$ cat src/hw/rtl/ubx_frame_router_assert.svh
// Assertion macros used by the frame router parser module.
// Every macro samples on the rising edge of clk_i.
`ifndef UBX_FRAME_ROUTER_ASSERT_SVH
`define UBX_FRAME_ROUTER_ASSERT_SVH
`ifndef NO_ASSERTIONS
// Checked only while the block is out of reset.
`define UBXR_ASSERT(lbl, prop) \
  lbl: assert property (@(posedge clk_i) disable iff (!rst_ni) prop) \
    else $error("frame router assertion failed");
// Checked on every edge, during reset too.
`define UBXR_ASSERT_ALWAYS(lbl, prop) \
  lbl: assert property (@(posedge clk_i) prop) \
    else $error("frame router assertion failed");
`else
`define UBXR_ASSERT(lbl, prop)
`define UBXR_ASSERT_ALWAYS(lbl, prop)
`endif
`endif

$ cat src/hw/rtl/ubxr_pkg.sv
`timescale 1ns / 1ps
package ubxr_pkg;

  // Parser phases, as reported on parse_phase.
  typedef enum logic [2:0] {
    PH_INIT    = 3'd0,
    PH_SCAN    = 3'd1,
    PH_POS     = 3'd2,
    PH_GEO     = 3'd3,
    PH_DISCARD = 3'd4
  } ubxr_phase_e;

  // Input kinds.
  localparam logic KIND_BYTE  = 1'b0;
  localparam logic KIND_PULSE = 1'b1;

  // Frame header bytes.
  localparam logic [7:0] SYNC_1     = 8'hB5;
  localparam logic [7:0] SYNC_2     = 8'h62;
  localparam logic [7:0] CLASS_NAV  = 8'h01;
  localparam logic [7:0] ID_POSLLH  = 8'h07;
  localparam logic [7:0] ID_GEOFNC  = 8'h39;

  // Buffer targets.
  localparam logic TARGET_POS = 1'b0;
  localparam logic TARGET_GEO = 1'b1;

  localparam int unsigned WindowDepth = 6;

  // One result item.
  typedef struct packed {
    logic        write_valid;
    logic        write_target;
    logic [6:0]  write_index;
    logic [7:0]  write_data;
    ubxr_phase_e parse_phase;
    logic        busy_led;
  } ubxr_result_t;

endpackage

$ cat src/hw/rtl/ubxr_parser.sv
`timescale 1ns / 1ps
`include "ubx_frame_router_assert.svh"
module ubxr_parser #(
  parameter int unsigned POSITION_CAPACITY = 128,
  parameter int unsigned GEOFENCE_CAPACITY = 64
) (
  input  logic                  clk_i,
  input  logic                  rst_ni,
  input  logic                  step_i,
  input  logic                  kind_i,
  input  logic [7:0]            rx_byte_i,
  output ubxr_pkg::ubxr_result_t res_o
);
  import ubxr_pkg::*;

  localparam logic [16:0] PosCap = 17'(POSITION_CAPACITY);
  localparam logic [16:0] GeoCap = 17'(GEOFENCE_CAPACITY);

  logic [7:0]  win_q [WindowDepth];
  logic [7:0]  win_d [WindowDepth];
  logic [7:0]  base  [WindowDepth];
  logic [15:0] len_q, len_d;
  logic [15:0] pos_q, pos_d;
  ubxr_phase_e phase_q, phase_d;
  logic        led_q, led_d;
  logic [16:0] pos_inc;
  logic [16:0] cap;

  assign pos_inc = {1'b0, pos_q} + 17'd1;
  assign cap     = (phase_q == PH_GEO) ? GeoCap : PosCap;

  // State registers.
  always_ff @(posedge clk_i or negedge rst_ni) begin
    if (!rst_ni) begin
      for (int i = 0; i < WindowDepth; i++) win_q[i] <= '0;
      len_q   <= '0;
      pos_q   <= '0;
      phase_q <= PH_INIT;
      led_q   <= 1'b0;
    end else if (step_i) begin
      win_q   <= win_d;
      len_q   <= len_d;
      pos_q   <= pos_d;
      phase_q <= phase_d;
      led_q   <= led_d;
    end
  end

  // The init phase sees an empty window before it starts to scan.
  always_comb begin
    for (int i = 0; i < WindowDepth; i++) begin
      base[i] = (phase_q == PH_INIT) ? 8'h00 : win_q[i];
    end
  end

  // Next state for one request.
  always_comb begin
    win_d   = win_q;
    len_d   = len_q;
    pos_d   = pos_q;
    phase_d = phase_q;
    led_d   = led_q;
    if (kind_i == KIND_PULSE) begin
      phase_d = PH_INIT;
    end else begin
      case (phase_q)
        PH_INIT, PH_SCAN: begin
          led_d = 1'b0;
          for (int i = 0; i < WindowDepth - 1; i++) win_d[i] = base[i + 1];
          win_d[WindowDepth - 1] = rx_byte_i;
          if (phase_q == PH_INIT) begin
            len_d   = '0;
            pos_d   = '0;
            phase_d = PH_SCAN;
          end
          if (base[1] == SYNC_1 && base[2] == SYNC_2) begin
            len_d = {rx_byte_i, base[5]};
            pos_d = '0;
            if (base[3] == CLASS_NAV && base[4] == ID_POSLLH) begin
              phase_d = PH_POS;
            end else if (base[3] == CLASS_NAV && base[4] == ID_GEOFNC) begin
              phase_d = PH_GEO;
            end else begin
              phase_d = PH_DISCARD;
            end
          end
        end
        PH_POS, PH_GEO: begin
          led_d = 1'b1;
          if (pos_q < len_q && pos_inc < cap) begin
            pos_d = pos_inc[15:0];
          end else begin
            phase_d = PH_SCAN;
          end
        end
        PH_DISCARD: begin
          led_d = 1'b1;
          if (pos_q < len_q) begin
            pos_d = pos_inc[15:0];
          end else begin
            phase_d = PH_SCAN;
          end
        end
        default: begin
        end
      endcase
    end
  end

  // Result of the request: a write while a payload byte is stored.
  always_comb begin
    res_o             = '0;
    res_o.parse_phase = phase_d;
    res_o.busy_led    = led_d;
    if (kind_i == KIND_BYTE && (phase_q == PH_POS || phase_q == PH_GEO) &&
        pos_q < len_q && pos_inc < cap) begin
      res_o.write_valid  = 1'b1;
      res_o.write_target = (phase_q == PH_GEO) ? TARGET_GEO : TARGET_POS;
      res_o.write_index  = pos_q[6:0];
      res_o.write_data   = rx_byte_i;
    end
  end

  // A write only comes from a payload phase that stays a payload phase.
  `UBXR_ASSERT(a_write_in_payload, step_i && res_o.write_valid |-> (phase_d == PH_POS || phase_d == PH_GEO) && phase_d == phase_q)
  // A time pulse always leaves the parser in init.
  `UBXR_ASSERT(a_pulse_to_init, step_i && kind_i == KIND_PULSE |=> phase_q == PH_INIT)
  // Inside a payload the position never runs past the length.
  `UBXR_ASSERT_ALWAYS(a_pos_bounded, (phase_q == PH_POS || phase_q == PH_GEO || phase_q == PH_DISCARD) |-> pos_q <= len_q)

endmodule

$ cat src/hw/rtl/ubxr_out_reg.sv
`timescale 1ns / 1ps
module ubxr_out_reg (
  input  logic                   clk_i,
  input  logic                   rst_ni,
  input  logic                   in_valid_i,
  output logic                   in_ready_o,
  input  ubxr_pkg::ubxr_result_t in_res_i,
  output logic                   out_valid_o,
  input  logic                   out_ready_i,
  output ubxr_pkg::ubxr_result_t out_res_o
);
  import ubxr_pkg::*;

  logic         valid_q;
  ubxr_result_t res_q;

  // Room whenever the held result is empty or leaves in this cycle.
  assign in_ready_o  = !valid_q || out_ready_i;
  assign out_valid_o = valid_q;
  assign out_res_o   = res_q;

  always_ff @(posedge clk_i or negedge rst_ni) begin
    if (!rst_ni) begin
      valid_q <= 1'b0;
    end else if (in_ready_o) begin
      valid_q <= in_valid_i;
    end
  end

  // Payload register, loaded when a new result is taken in.
  always_ff @(posedge clk_i) begin
    if (in_ready_o && in_valid_i) begin
      res_q <= in_res_i;
    end
  end

endmodule

$ cat src/hw/rtl/ubx_frame_router.sv
`timescale 1ns / 1ps
// UBX frame router. Each request is a received byte or a time pulse and
// gives exactly one result: parse phase, busy LED level and, for payload
// bytes of the position (01/07) or geofence (01/39) messages, an indexed
// buffer write while the buffer capacity is not reached. A request is
// registered on entry, parsed in a single pass once the output register
// has room and then held there, so one request is taken every cycle for
// as long as results are taken; the parser state update is the only loop.
// A time pulse returns the parser to init, and the next byte clears the
// header window before scanning resumes.
module ubx_frame_router #(
  parameter int unsigned POSITION_CAPACITY = 128,
  parameter int unsigned GEOFENCE_CAPACITY = 64
) (
  input  logic                  clk_i,
  input  logic                  rst_ni,
  input  logic                  in_valid_i,
  output logic                  in_ready_o,
  input  logic                  kind_i,
  input  logic [7:0]            rx_byte_i,
  output logic                  out_valid_o,
  input  logic                  out_ready_i,
  output logic                  write_valid_o,
  output logic                  write_target_o,
  output logic [6:0]            write_index_o,
  output logic [7:0]            write_data_o,
  output logic [2:0]            parse_phase_o,
  output logic                  busy_led_o
);
  import ubxr_pkg::*;

  logic         in_valid_q;
  logic         in_kind_q;
  logic [7:0]   in_byte_q;
  logic         out_room;
  logic         step;
  ubxr_result_t step_res;
  ubxr_result_t out_res;

  assign step       = in_valid_q && out_room;
  assign in_ready_o = !in_valid_q || out_room;

  // Input register.
  always_ff @(posedge clk_i or negedge rst_ni) begin
    if (!rst_ni) begin
      in_valid_q <= 1'b0;
    end else if (in_ready_o) begin
      in_valid_q <= in_valid_i;
    end
  end

  always_ff @(posedge clk_i) begin
    if (in_ready_o && in_valid_i) begin
      in_kind_q <= kind_i;
      in_byte_q <= rx_byte_i;
    end
  end

  // Single pass parser.
  ubxr_parser #(
    .POSITION_CAPACITY(POSITION_CAPACITY),
    .GEOFENCE_CAPACITY(GEOFENCE_CAPACITY)
  ) u_parser (
    .clk_i    (clk_i),
    .rst_ni   (rst_ni),
    .step_i   (step),
    .kind_i   (in_kind_q),
    .rx_byte_i(in_byte_q),
    .res_o    (step_res)
  );

  // Result register.
  ubxr_out_reg u_out_reg (
    .clk_i      (clk_i),
    .rst_ni     (rst_ni),
    .in_valid_i (in_valid_q),
    .in_ready_o (out_room),
    .in_res_i   (step_res),
    .out_valid_o(out_valid_o),
    .out_ready_i(out_ready_i),
    .out_res_o  (out_res)
  );

  assign write_valid_o  = out_res.write_valid;
  assign write_target_o = out_res.write_target;
  assign write_index_o  = out_res.write_index;
  assign write_data_o   = out_res.write_data;
  assign parse_phase_o  = out_res.parse_phase;
  assign busy_led_o     = out_res.busy_led;

endmodule

$ cat config.mk
export PLATFORM = sky130hd
export DESIGN_NAME = ubx_frame_router
export DESIGN_NICKNAME = d
export VERILOG_FILES = /design/src/hw/rtl/ubxr_pkg.sv /design/src/hw/rtl/ubxr_parser.sv /design/src/hw/rtl/ubxr_out_reg.sv /design/src/hw/rtl/ubx_frame_router.sv
export VERILOG_INCLUDE_DIRS = /design/src /design/src/hw/rtl
export SDC_FILE = /design/constraint.sdc
export NUM_CORES = 1
export LEC_CHECK = 0
export ABC_AREA = 1
export BUFFER_PORTS_ARGS = -buffer_cell sky130_fd_sc_hd__buf_2
export CAP_MARGIN = 20
export CORE_MARGIN = 5
export CORE_UTILIZATION = 55
export DETAILED_ROUTE_END_ITERATION = 10
export PLACE_DENSITY = 0.82
export REMOVE_ABC_BUFFERS = 1
export SYNTH_ARGS = -nofsm -noshare
export SYNTH_HDL_FRONTEND = slang
export SYNTH_SLANG_ARGS = --single-unit
$ cat constraint.sdc
create_clock -name clk_i -period 2.11 [get_ports clk_i]
set_input_delay 0 -clock clk_i [delete_from_list [all_inputs] [get_ports clk_i]]
set_output_delay 0 -clock clk_i [all_outputs]
set_load 0.01 [all_outputs]
* Yosys cells after proc, flatten, opt, wreduce, memory -nomap -nowiden
Index checks and enable logic that the tools add are counted.
** Word-level totals
- Bits in registers :: 108
- Input port bits :: 13
- Word-level logic and storage cells :: 82
** Operators by class
- Add/sub/neg operators :: 1
- Order comparisons :: 2
- Equal/unequal tests :: 12
- Muxes and demuxes :: 24
- Bitwise gates (word level) :: 1
- Reduce and logical (&&, ||, !) cells :: 23
** Operator list (count)
- 16-bit 2-to-1 mux :: 5
- 8-bit 2-to-1 mux :: 6
- 16-bit one-hot mux with 3 select lines :: 1
- 3-bit 2-to-1 mux :: 7
- 16-bit by 1-bit adder with 17-bit output (second input constant) :: 1
- 17-bit less-than comparator :: 1
- 17-bit 2-to-1 mux :: 1
- 16-bit less-than comparator :: 1
- 1-bit logical AND :: 9
- 3-bit one-hot mux with 3 select lines :: 1
- 8-bit by 1-bit == test with 1-bit output (second input constant) :: 1
- 8-bit by 3-bit == test with 1-bit output (second input constant) :: 1
- 8-bit by 6-bit == test with 1-bit output (second input constant) :: 1
- 8-bit by 7-bit == test with 1-bit output (second input constant) :: 1
- 8-bit == test (second input constant) :: 1
- 3-bit by 2-bit == test with 1-bit output (second input constant) :: 2
- 6-bit AND reduction :: 1
- 2-bit by 1-bit != test with 1-bit output (second input constant) :: 2
- 4-bit AND reduction :: 1
- 2-bit OR reduction :: 2
- 3-bit by 1-bit == test with 1-bit output (second input constant) :: 1
- 3-bit == test (second input constant) :: 1
- 3-bit logical NOT :: 1
- 1-bit logical OR :: 3
- 9 further kinds :: 11

* Longest topological paths before layout
Gate-level depths: netlist of run 1.
- Depth in word-level cells :: 9
- Depth in mapped cells :: 16
- Gate-level depth less buffers :: 16

* By module
A second synthesis of run 1 with hierarchy kept.
** Second synthesis, totals
- Cell total of the unflattened synthesis :: 610
- Area, all modules :: 5403.9 um^2
** By module, submodules not included
- ubxr_parser :: times used 1, cells each 566, area an instance 4405.5 um^2, seq. area each 1901.8 um^2
- ubxr_out_reg :: times used 1, cells each 27, area an instance 675.6 um^2, seq. area each 655.6 um^2
- ubx_frame_router :: times used 1, cells each 17, area an instance 322.8 um^2, seq. area each 295.3 um^2

* Least setup slack after synthesis of run 1
Ideal clock, no wire load.
- Path kind :: register to register
- Start :: register u_out_reg.valid_q (netlist: u_out_reg.out_valid_o)
- End :: register u_parser.pos_q[3]
- Setup time :: 118 ps
- Data arrival time :: 1954 ps
- Required time :: 1992 ps
- Slack :: 39 ps
- Stages on the path, launching flop included :: 10
- Buffers on the path :: 1
- Period minus slack after synthesis :: 2071 ps
- Cells stage by stage :: dfrtp_1 nand2_1 nand2_1 inv_1 nand4_1 nor2_4 nand2_4 buf_6 nand2_1 o21ai_2
** On the way
- Cells in the longest elaborated chain, start to end :: 4
** Ends and longest elaborated chain
- start: declaration :: RTL line ubxr_out_reg.sv:14 : logic valid_q;
- start signal: assignment :: RTL line ubxr_out_reg.sv:26 : valid_q <= in_valid_i;
- 1-bit logical NOT :: RTL line ubxr_out_reg.sv:18 : assign in_ready_o = !valid_q || out_ready_i;
- 1-bit logical OR :: RTL line ubxr_out_reg.sv:18
- 1-bit logical AND :: RTL line ubx_frame_router.sv:40 : assign step = in_valid_q && out_room;
- named net step :: RTL line ubx_frame_router.sv:36 : logic step;
- 6-bit AND reduction (no source line)
- end signal: assignment :: RTL line ubxr_parser.sv:43 : pos_q <= pos_d;
- end: declaration :: RTL line ubxr_parser.sv:23 : logic [15:0] pos_q, pos_d;
The timed path passes the listed nets, and every way through them passes these cells.
A chain may end at the register's enable or synchronous reset.

* Worst setup path after layout of run 1
- Start :: register u_parser.pos_q[6]
- End :: register u_parser.pos_q[0]
** On the way
- Cells in the longest elaborated chain, start to end :: 5
- Elaborated cells on any way between the ends :: 7
** Ends and longest elaborated chain
- 16-bit by 1-bit adder with 17-bit output :: RTL line ubxr_parser.sv:29 : assign pos_inc = {1'b0, pos_q} + 17'd1;
- 17-bit less-than comparator :: RTL line ubxr_parser.sv:90 : if (pos_q < len_q && pos_inc < cap) begin
- 1-bit logical AND :: RTL line ubxr_parser.sv:90
- 2-bit by 1-bit != test with 1-bit output (no source line)
- 6-bit AND reduction (no source line) (*)
Mark *: on every way between the ends. The rest lies on a longest branch, timed or not.

==> results of run 1 <==
[final cells by class]
type                            count  share of cell area [%]
Clock buffer                       10                    1.90
Timing Repair inverter              1                   0.168
Sequential cell                   108                    42.6
Clock inverter                      6                   0.577
Multi-Input combinational cell    407                    36.0
Tap cell                          133                    2.48
Inverter                           76                    4.54
Timing Repair Buffer              104                    11.7
[how the worst max path moves through the flow]
stage | start | endpoint | cells past startpoint
after floorplan | u_out_reg.out_valid_o | u_parser.win_q[25] | 5
after global placement | u_parser.pos_q[5] | u_parser.pos_q[12] | 13
after detailed placement | u_parser.pos_q[7] | u_parser.pos_q[12] | 13
after CTS | u_parser.pos_q[6] | u_parser.pos_q[3] | 13
after global routing | u_parser.pos_q[5] | u_parser.pos_q[7] | 13
final | u_parser.pos_q[6] | u_parser.pos_q[0] | 12
[stage by stage]
step | util, % | hold slack [ns] | area (µm²)
after floorplan | - | -0.296 | 5330
after CTS | 67.5 | 0.191 | 6540
final | 69.4 | 0.175 | 6720
after global routing | 69.4 | 0.230 | 6720
after detailed placement | 62.1 | 0.0438 | 6020
after global placement | 62.1 | 0.0378 | 6020
[synthesized netlist by cell type, drive strengths merged]
master,instances,area [µm²]
nor3,12,60.1
or2,2,12.5
o21ai,58,350
nand4,18,113
clkbuf,7,26.3
clkinv,1,3.75
dfrtp,78,1950
nor4,1,6.26
inv,75,284
o21bai,1,7.51
nand2,170,673
edfxtp,30,901
ha,17,213
a21o,2,15.0
nor2,42,220
o31ai,4,30.0
nor3b,10,90.1
xor2,3,26.3
nand3,53,293
buf,11,82.6
a21oi,13,68.8
nand3b,1,7.51
[worst max-delay path, stage by stage, from the launching register on]
cell and delay (ns):
dfrtp_2 0.47, ha_1 0.29, nand2_1 0.10, nor2_1 0.05, nor3_1 0.15, nand2_1 0.15, a21oi_4 0.23, nor2_2 0.10
nor2_4 0.21, nand2_8 0.13, buf_6 0.16, nand2_4 0.05, o21ai_2 0.05
[what timing repair did]
action / in CTS / in global routing
buffers inserted: 5 / 9
hold endpoints to repair: 54 / 0
pin swaps: 14 / 20
gates cloned: 1 / 0
gates resized for setup: 42 / 34
hold buffers: 13 / 0
setup endpoints to repair: 37 / 39
[flip-flops by register name (all words and copies together), names as in the netlist]
| name | count |
|---|---|
| u_out_reg.out_res_o | 21 |
| u_parser.phase_q | 3 |
| u_parser.len_q | 16 |
| in_kind_q | 1 |
| in_byte_q | 8 |
| u_parser.pos_q | 16 |
| u_out_reg.out_valid_o | 1 |
| u_parser.led_q | 1 |
| in_valid_q | 1 |
| u_parser.win_q | 40 |
[power by group through the flow]
stage          logic (mW)  registers (mW)  clock network [mW]
3_3_place_gp        0.685            2.53                   0
3_5_place_dp        0.711            2.54                   0
2_1_floorplan       0.363            2.55                   0
4_1_cts             0.776            2.50                1.14
6_report            0.807            2.51                1.14
5_1_grt             0.887            2.53                1.24
[placed cells by master, fill, tap and decap left out, drive strengths merged]
cell and n:
clkinvlp 1, inv 77, dlygate4sd3 13, nor2 42
nor4 1, nand3b 1, dfrtp 78, o31ai 4
nand4 18, clkbuf 10, o21ai 58, o21bai 1
a21o 2, edfxtp 30, xor2 3, nor3b 10
ha 17, or2 2, nand3 53, nor3 12
clkinv 5, nand2 170, a21oi 13, buf 91
[metal layers]
metal,GRT usage (%),vias to the layer above
li1,-,2200
met3,4.70,33
met1,32.4,2274
met2,39.5,222
met5,0,-
met4,9.35,0
[logic make-up after synthesis]
kind of cell	after synthesis	synth area share, %
compound gates	78	8.68
flops	108	52.5
fa+ha+maj	17	3.91
xor+xnor	3	0.484
buf+inv	94	7.30
simple gates	309	27.1
==> flow_metrics.env, run 1 <==
export IMPL_htreeDepth=3
export IMPL_max_cap_violations=0
export IMPL_n_fill_cell=662
export IMPL_vias=4729
export IMPL_regArea_mm2=0.00286
export IMPL_port_buffers=35
export IMPL_wire_per_inst_um=16.8
export IMPL_ff2ff_path_depth=12
export IMPL_place_ws_ns=-0.187
export IMPL_fin_crit_sh_pct=106
export IMPL_fmax_mhz=446
export IMPL_r2r_start="u_parser.pos_q[6]"
export IMPL_die_h_um=109
export IMPL_drt_pass1_iterations=7
export IMPL_antenna_found_initial=0
export IMPL_power_frac_comb_pct=18.1
export IMPL_finClkSkew_ns=0.0117
export IMPL_layout_nets=737
export IMPL_drc_errors=0
export IMPL_rsz0062_at_grt="true"
export IMPL_slew_headroom_pct=62.0
export IMPL_power_switching_mw=1.37
export IMPL_placed_cells=803
export IMPL_route_met2_wl_um=7110
export IMPL_violations="negative setup slack"
export IMPL_p_sw_share_pct=30.8
export IMPL_dieWidth_um=109
export IMPL_wirelength_um=14200
export IMPL_yosysSeqAreaShare_pct=52.5
export IMPL_cts_buffers=9
export IMPL_path_class="register to register"
export IMPL_core_rowCount=36
export IMPL_avgSynthCellArea_um2=8.92
export IMPL_crit_arrival_ns=2.52
export IMPL_hold_viol_final=0
export IMPL_core_region_area_mm2=0.00968
export IMPL_irDropWorstVdd_mv=0.553
export IMPL_ant_nets=0
export IMPL_grt_ovfl_total=0
export IMPL_hold_class="input pin to asynchronous set/reset pin"
export IMPL_synthesis_area_mm2=0.00544
export IMPL_grt_max_degree=45
export IMPL_worst_pin_slew_ns=0.569
export IMPL_multiInputGateArea_mm2=0.00242
export IMPL_finalWorstSetupSlack_ns=-0.134
export IMPL_crit_path_end_kind="register"
export IMPL_clockBufferDepth=2
export IMPL_seqPwrFrac_pct=56.3
export IMPL_die_area_mm2=0.0120
export IMPL_yosysWarnings=0
export IMPL_crit_fanout=5
export IMPL_cts_root_buf="clkbuf_8"
export IMPL_worst_setup_path_start_kind="register"
export IMPL_status="complete, but fails checks"
export IMPL_period_minus_slack_ns=2.24
export IMPL_cts_reportedPaths_clkPinSlew_ns=0.10
export IMPL_powerDensity_mw_per_mm2=663
export IMPL_dp_hpwl_um=9320
export IMPL_wl_met3_um=969
export IMPL_internal_power_mw=3.08
export IMPL_power_leakage_nw=3.09
export IMPL_grt_pass1_wl_um=22500
export IMPL_io_pins=36
export IMPL_grt_util_all_layers_pct=24.3
export IMPL_stdcell_count=845
export IMPL_synth_cell_types=38
export IMPL_met1_length_um=5740
export IMPL_finalSetupViolations=36
export IMPL_initial_utilization_pct=56.1
export IMPL_layout_drive_gt1_share_pct=29.2
export IMPL_fin_setup_tns_ns=-2.62
export IMPL_syn2layout_area_growth_pct=23.7
export IMPL_vias_per_cell=5.60
export IMPL_num_antenna_cells=0
export IMPL_synth_seq_cells=108
export IMPL_first_global_vias=4687
export IMPL_place_congestion=0.926
export IMPL_highest_layer="met4"
export IMPL_power_frac_clock_pct=25.6
export IMPL_total_power_mw=4.45
export IMPL_drv_slew=0
export IMPL_critPathRequiredTime_ns=2.38
export IMPL_cts_num_sinks=108
export IMPL_cts_tree="done"
export IMPL_drt_initial_drc_count=434
export IMPL_syn_inst=609
export IMPL_r2r_end="u_parser.pos_q[0]"
export IMPL_worstSkewPairLatency_ns=0.38
export IMPL_r2r_setup_slack_ns=-0.13
(Power assumes the default switching activity.)
==> run 2: changes to the inputs <==
==> constraint.sdc (replaced) <==
create_clock -name clk_i -period 2.11 [get_ports clk_i]
set_input_delay 0.5275 -clock clk_i [delete_from_list [all_inputs] [get_ports clk_i]]
set_output_delay 0.5275 -clock clk_i [all_outputs]
set_load 0.01 [all_outputs]
==> run 2 against run 1 <==
The run still ends with negative setup slack left. Clock power grew 14%. Sequential cell count did not move. Via count up 2.6%. Highest routed layer unchanged. Largest power group unchanged. Utilization up 0.59 points. Count of clock-buffer cells in the layout did not move. Cell count decreased by 0.36%.
==> flow_metrics.env, run 2 (same netlist as run 1, synthesis figures left out) <==
export IMPL_status="complete, but fails checks"
export IMPL_violations="negative setup slack"
export IMPL_drv_slew=0
export IMPL_antenna_found_initial=0
export IMPL_core_rowCount=36
export IMPL_powerDensity_mw_per_mm2=677
export IMPL_largest_register_ffs=40
export IMPL_wire_per_inst_um=18.1
export IMPL_grt_util_all_layers_pct=24.1
export IMPL_top_register="u_parser.win_q"
export IMPL_place_ws_ns=-0.178
export IMPL_num_antenna_cells=0
export IMPL_grt_max_degree=36
export IMPL_fin_crit_sh_pct=109
export IMPL_crit_path_end_kind="register"
export IMPL_hold_class="input pin to asynchronous set/reset pin"
export IMPL_first_global_vias=4577
export IMPL_cts_buffers=9
export IMPL_worst_pin_slew_ns=0.452
export IMPL_grt_pass1_wl_um=22100
export IMPL_period_minus_slack_ns=2.30
export IMPL_cts_num_sinks=108
export IMPL_placed_cell_area_mm2=0.00605
export IMPL_io_pins=36
export IMPL_cts_tree="done"
export IMPL_core_region_area_mm2=0.00968
export IMPL_drt_pass1_iterations=5
export IMPL_syn2layout_area_growth_pct=24.7
export IMPL_critPathMaxStageDelay_ns=0.45
export IMPL_ant_nets=0
export IMPL_finalSetupViolations=37
export IMPL_port_buffers=35
export IMPL_cp_slowest_cell="dfrtp_1"
export IMPL_final_cell_mix="nand2_1 (147), dfrtp_1 (70), inv_1 (62)"
export IMPL_vias_per_cell=5.76
export IMPL_worstSkewPairLatency_ns=0.39
export IMPL_rsz0062_at_grt="true"
export IMPL_hold_viol_final=0
export IMPL_place_congestion=1.01
export IMPL_path_class="register to register"
export IMPL_drt_initial_drc_count=525
export IMPL_slew_headroom_pct=69.9
export IMPL_die_h_um=109
export IMPL_dp_hpwl_um=9670
export IMPL_drc_errors=0
export IMPL_finalWorstSetupSlack_ns=-0.194
export IMPL_cts_root_buf="clkbuf_8"
export IMPL_crit_fanout=6
export IMPL_total_power_mw=4.59
export IMPL_vias=4851
export IMPL_layout_drive_gt1_share_pct=33.7
export IMPL_fin_area_mm2=0.00678
export IMPL_wirelength_um=15200
export IMPL_die_area_mm2=0.0120
export IMPL_crit_arrival_ns=2.62
export IMPL_cts_reportedPaths_clkPinSlew_ns=0.11
export IMPL_final_common_cell="nand2_1"
export IMPL_finClkSkew_ns=0.0205
export IMPL_dieWidth_um=109
export IMPL_htreeDepth=3
export IMPL_layout_nets=734
export IMPL_fmax_mhz=434
export IMPL_fin_setup_tns_ns=-4.66
export IMPL_irDropWorstVdd_mv=0.640
export IMPL_initial_utilization_pct=56.1
export IMPL_worst_setup_path_start_kind="register"
export IMPL_critPathRequiredTime_ns=2.43
export IMPL_path_cells="nand2_2 > nor2_4 > nand2_2 > xor2_2 > inv_2 > ha_4 > nand2_4 > nand3_2 > nor2_4 > nand3_4 > nand2_4 > buf_4 > nand4_1 > o21ai_2"
export IMPL_power_leakage_nw=3.12
export IMPL_max_cap_violations=0
export IMPL_n_fill_cell=620
export IMPL_grt_ovfl_total=0
export IMPL_clockBufferDepth=2
## run 2: changes by cell type in the layout (fill, tap and decap cells not counted), moves of 4 or more
cell	delta
nand3_2	+5
inv_1	-6
ha_4	+4
ha_1	-4
nand3_1	-5
buf_4	+10
dlygate4sd3_1	-13
nor2_1	-4
inv_2	+6
## run 2: critical path: cells and delay by family, from the launching register on
family          cells  cell delay (ns)
simple gates        9             0.98
flops               1             0.45
fa+ha+maj           1             0.23
xor+xnor            1             0.21
buf+inv             2             0.26
compound gates      1             0.12
## run 2: routing by layer
layer / vias up / part of all wire (%) / track usage [%]
li1: 2190 / - / -
met1: 2305 / 39 / 31.0
met3: 67 / 8.3 / 5.17
met4: 0 / 4.3 / 11.1
met2: 289 / 49 / 39.1
met5: - / 0 / 0
## run 2: area by class of cell
| type | count | area, µm² | area share (%) |
|---|---|---|---|
| Clock buffer | 10 | 128 | 1.88 |
| Clock inverter | 6 | 63.8 | 0.941 |
| Inverter | 76 | 298 | 4.39 |
| Multi-Input combinational cell | 407 | 2530 | 37.3 |
| Sequential cell | 108 | 2860 | 42.2 |
| Tap cell | 133 | 166 | 2.45 |
| Timing Repair Buffer | 102 | 734 | 10.8 |
## run 2: where the power goes
group / internal [mW] / leakage (nW) / switching, mW
Combinational: 0.266 / 1.67 / 0.518
Sequential: 2.38 / 1.35 / 0.133
Clock: 0.553 / 0.0996 / 0.743
## run 2: final timing paths
path,start,end,slack (ns),cells past startpoint
min in group clk_i,rx_byte_i[4],in_byte_q[4],0.32,1
setup reg to reg,u_parser.pos_q[4],u_parser.pos_q[5],-0.19,14
hold reg to reg,u_parser.win_q[3],u_parser.win_q[3],0.49,2
max in group asynchronous,rst_ni,u_parser.pos_q[0],1.39,2
hold / removal,rst_ni,u_parser.win_q[32],0.07,1
setup / recovery,u_parser.pos_q[4],u_parser.pos_q[5],-0.19,14
## run 2: repair_timing
item | CTS | global route
setup endpoints to repair | 37 | 39
pin swaps | 25 | 36
hold buffers | 0 | 0
resized for setup | 33 | 63
cloned | 0 | 0
buffers inserted | 10 | 11
## run 2: stage by stage
step                      hold WS [ns]  cells  utilization (%)
after floorplan                  0.232    591                -
after global placement           0.454    807             62.5
after detailed placement         0.459    807             62.5
after CTS                       0.0910    832             66.5
after global routing             0.100    842             70.0
final                           0.0679    842             70.0
==> run 3: changes to the inputs <==
- SKIP_CTS_REPAIR_TIMING: unset -> 1
==> run 3 against run 2 <==
The flow still finishes with violations (negative setup slack). Largest cell class unchanged. Total power shrank 0.15%. Global-route usage shrank 0.90 points. Hold slack gained 0.015 ns. Register-to-register slack gained 0.02 ns. Critical endpoint is now u_parser.pos_q[1].
==> flow_metrics.env, run 3 (same netlist as run 1, synthesis figures left out) <==
export IMPL_status="complete, but fails checks"
export IMPL_violations="negative setup slack"
export IMPL_finalSetupViolations=35
export IMPL_initial_utilization_pct=56.1
export IMPL_largest_register_ffs=40
export IMPL_cts_reportedPaths_clkPinSlew_ns=0.10
export IMPL_final_common_cell="nand2_1"
export IMPL_critPathRequiredTime_ns=2.39
export IMPL_layout_nets=733
export IMPL_io_pins=36
export IMPL_grt_pass1_wl_um=21400
export IMPL_cts_num_sinks=108
export IMPL_period_minus_slack_ns=2.28
export IMPL_wire_per_inst_um=17.6
export IMPL_grt_ovfl_total=0
export IMPL_fmax_mhz=438
export IMPL_first_global_vias=4466
export IMPL_finClkSkew_ns=0.0109
export IMPL_rsz0062_at_grt="true"
export IMPL_r2r_setup_slack_ns=-0.17
export IMPL_top_register="u_parser.win_q"
export IMPL_regArea_mm2=0.00286
export IMPL_cts_tree="done"
export IMPL_stdcell_count=841
export IMPL_die_area_mm2=0.0120
export IMPL_drv_slew=0
export IMPL_cp_num_buf_inv=2
export IMPL_crit_path_end_kind="register"
export IMPL_crit_fanout=6
export IMPL_core_rowCount=36
export IMPL_final_cell_mix="nand2_1 (147), dfrtp_1 (69), inv_1 (65)"
export IMPL_critPathMaxStageDelay_ns=0.48
export IMPL_clockBufferDepth=2
export IMPL_total_power_mw=4.58
export IMPL_hold_viol_final=0
export IMPL_grt_max_degree=36
export IMPL_ant_nets=0
export IMPL_drt_initial_drc_count=421
export IMPL_powerDensity_mw_per_mm2=682
export IMPL_crit_arrival_ns=2.56
export IMPL_syn2layout_area_growth_pct=23.8
export IMPL_dieWidth_um=109
export IMPL_cts_buffers=9
export IMPL_finalWorstSetupSlack_ns=-0.172
export IMPL_htreeDepth=3
export IMPL_worst_pin_slew_ns=0.463
export IMPL_dp_hpwl_um=9670
export IMPL_die_h_um=109
export IMPL_num_antenna_cells=0
export IMPL_cts_root_buf="clkbuf_8"
export IMPL_multiInputGateArea_mm2=0.00248
export IMPL_irDropWorstVdd_mv=0.626
export IMPL_grt_util_all_layers_pct=23.2
export IMPL_worstSkewPairLatency_ns=0.37
export IMPL_port_buffers=35
export IMPL_drc_errors=0
export IMPL_fin_crit_sh_pct=108
export IMPL_core_region_area_mm2=0.00968
export IMPL_cp_slowest_cell="dfrtp_2"
export IMPL_path_class="register to register"
export IMPL_place_congestion=1.01
export IMPL_fin_area_mm2=0.00673
export IMPL_n_fill_cell=647
export IMPL_place_ws_ns=-0.178
export IMPL_slew_headroom_pct=69.1
export IMPL_vias=4780
export IMPL_antenna_found_initial=0
export IMPL_placed_cell_area_mm2=0.00605
export IMPL_worst_setup_path_start_kind="register"
export IMPL_fin_setup_tns_ns=-3.40
export IMPL_power_leakage_nw=3.12
export IMPL_max_cap_violations=0
export IMPL_layout_drive_gt1_share_pct=32.3
export IMPL_crit_family="simple AND/OR/NAND/NOR gates"
export IMPL_vias_per_cell=5.68
export IMPL_hold_class="input pin to asynchronous set/reset pin"
export IMPL_drt_pass1_iterations=5
export IMPL_placed_cells=807
export IMPL_wirelength_um=14800
export IMPL_path_cells="ha_4 > a21oi_2 > nor2_1 > nor3_1 > nand2_1 > a21oi_4 > buf_4 > nand3_2 > nand2_4 > nand2_8 > buf_6 > nand2_2 > o21ai_2"
run 3: where the power goes:
part / switching [mW] / internal [mW] / total [mW]
logic: 0.529 / 0.273 / 0.802
registers: 0.136 / 2.38 / 2.51
clock network: 0.715 / 0.553 / 1.27
total: 1.38 / 3.20 / 4.58
run 3: cell type report:
| class | instances | area share [%] |
|---|---|---|
| timing repair buffer | 100 | 10.5 |
| multi-input combinational | 407 | 36.9 |
| sequential | 108 | 42.6 |
| clock inverter | 6 | 0.949 |
| inverter | 76 | 4.50 |
| clock buffer | 10 | 1.90 |
| timing repair inverter | 1 | 0.242 |
| tap | 133 | 2.47 |
run 3: per-layer routing:
metal	wire length, µm	vias up	track usage [%]
li1	-	2181	-
met5	0	-	0
met3	1140	50	4.87
met4	578	0	9.17
met1	5770	2283	30.4
met2	7330	266	37.8
run 3: final timing paths:
check	start	to	cells past startpoint
hold / removal	rst_ni	u_parser.win_q[37]	1
min in group clk_i	rx_byte_i[4]	in_byte_q[4]	1
setup / recovery	u_parser.pos_q[5]	u_parser.pos_q[1]	13
hold reg to reg	u_parser.win_q[3]	u_parser.win_q[3]	2
max in group asynchronous	rst_ni	u_parser.pos_q[0]	2
setup reg to reg	u_parser.pos_q[5]	u_parser.pos_q[1]	13
run 3: worst register-to-register path: stages, from the launching register on:
cell and delay, ns:
dfrtp_2 0.48, ha_4 0.24, a21oi_2 0.15, nor2_1 0.06, nor3_1 0.14, nand2_1 0.13
a21oi_4 0.22, buf_4 0.16, nand3_2 0.11, nand2_4 0.13, nand2_8 0.10, buf_6 0.16
nand2_2 0.07, o21ai_2 0.05
run 3: stage by stage:
| stage | hold WS (ns) | utilization, % |
|---|---|---|
| after floorplan | 0.232 | - |
| after global placement | 0.454 | 62.5 |
| after detailed placement | 0.459 | 62.5 |
| after CTS | 0.0910 | 64.4 |
| after global routing | 0.103 | 69.5 |
| final | 0.0833 | 69.5 |
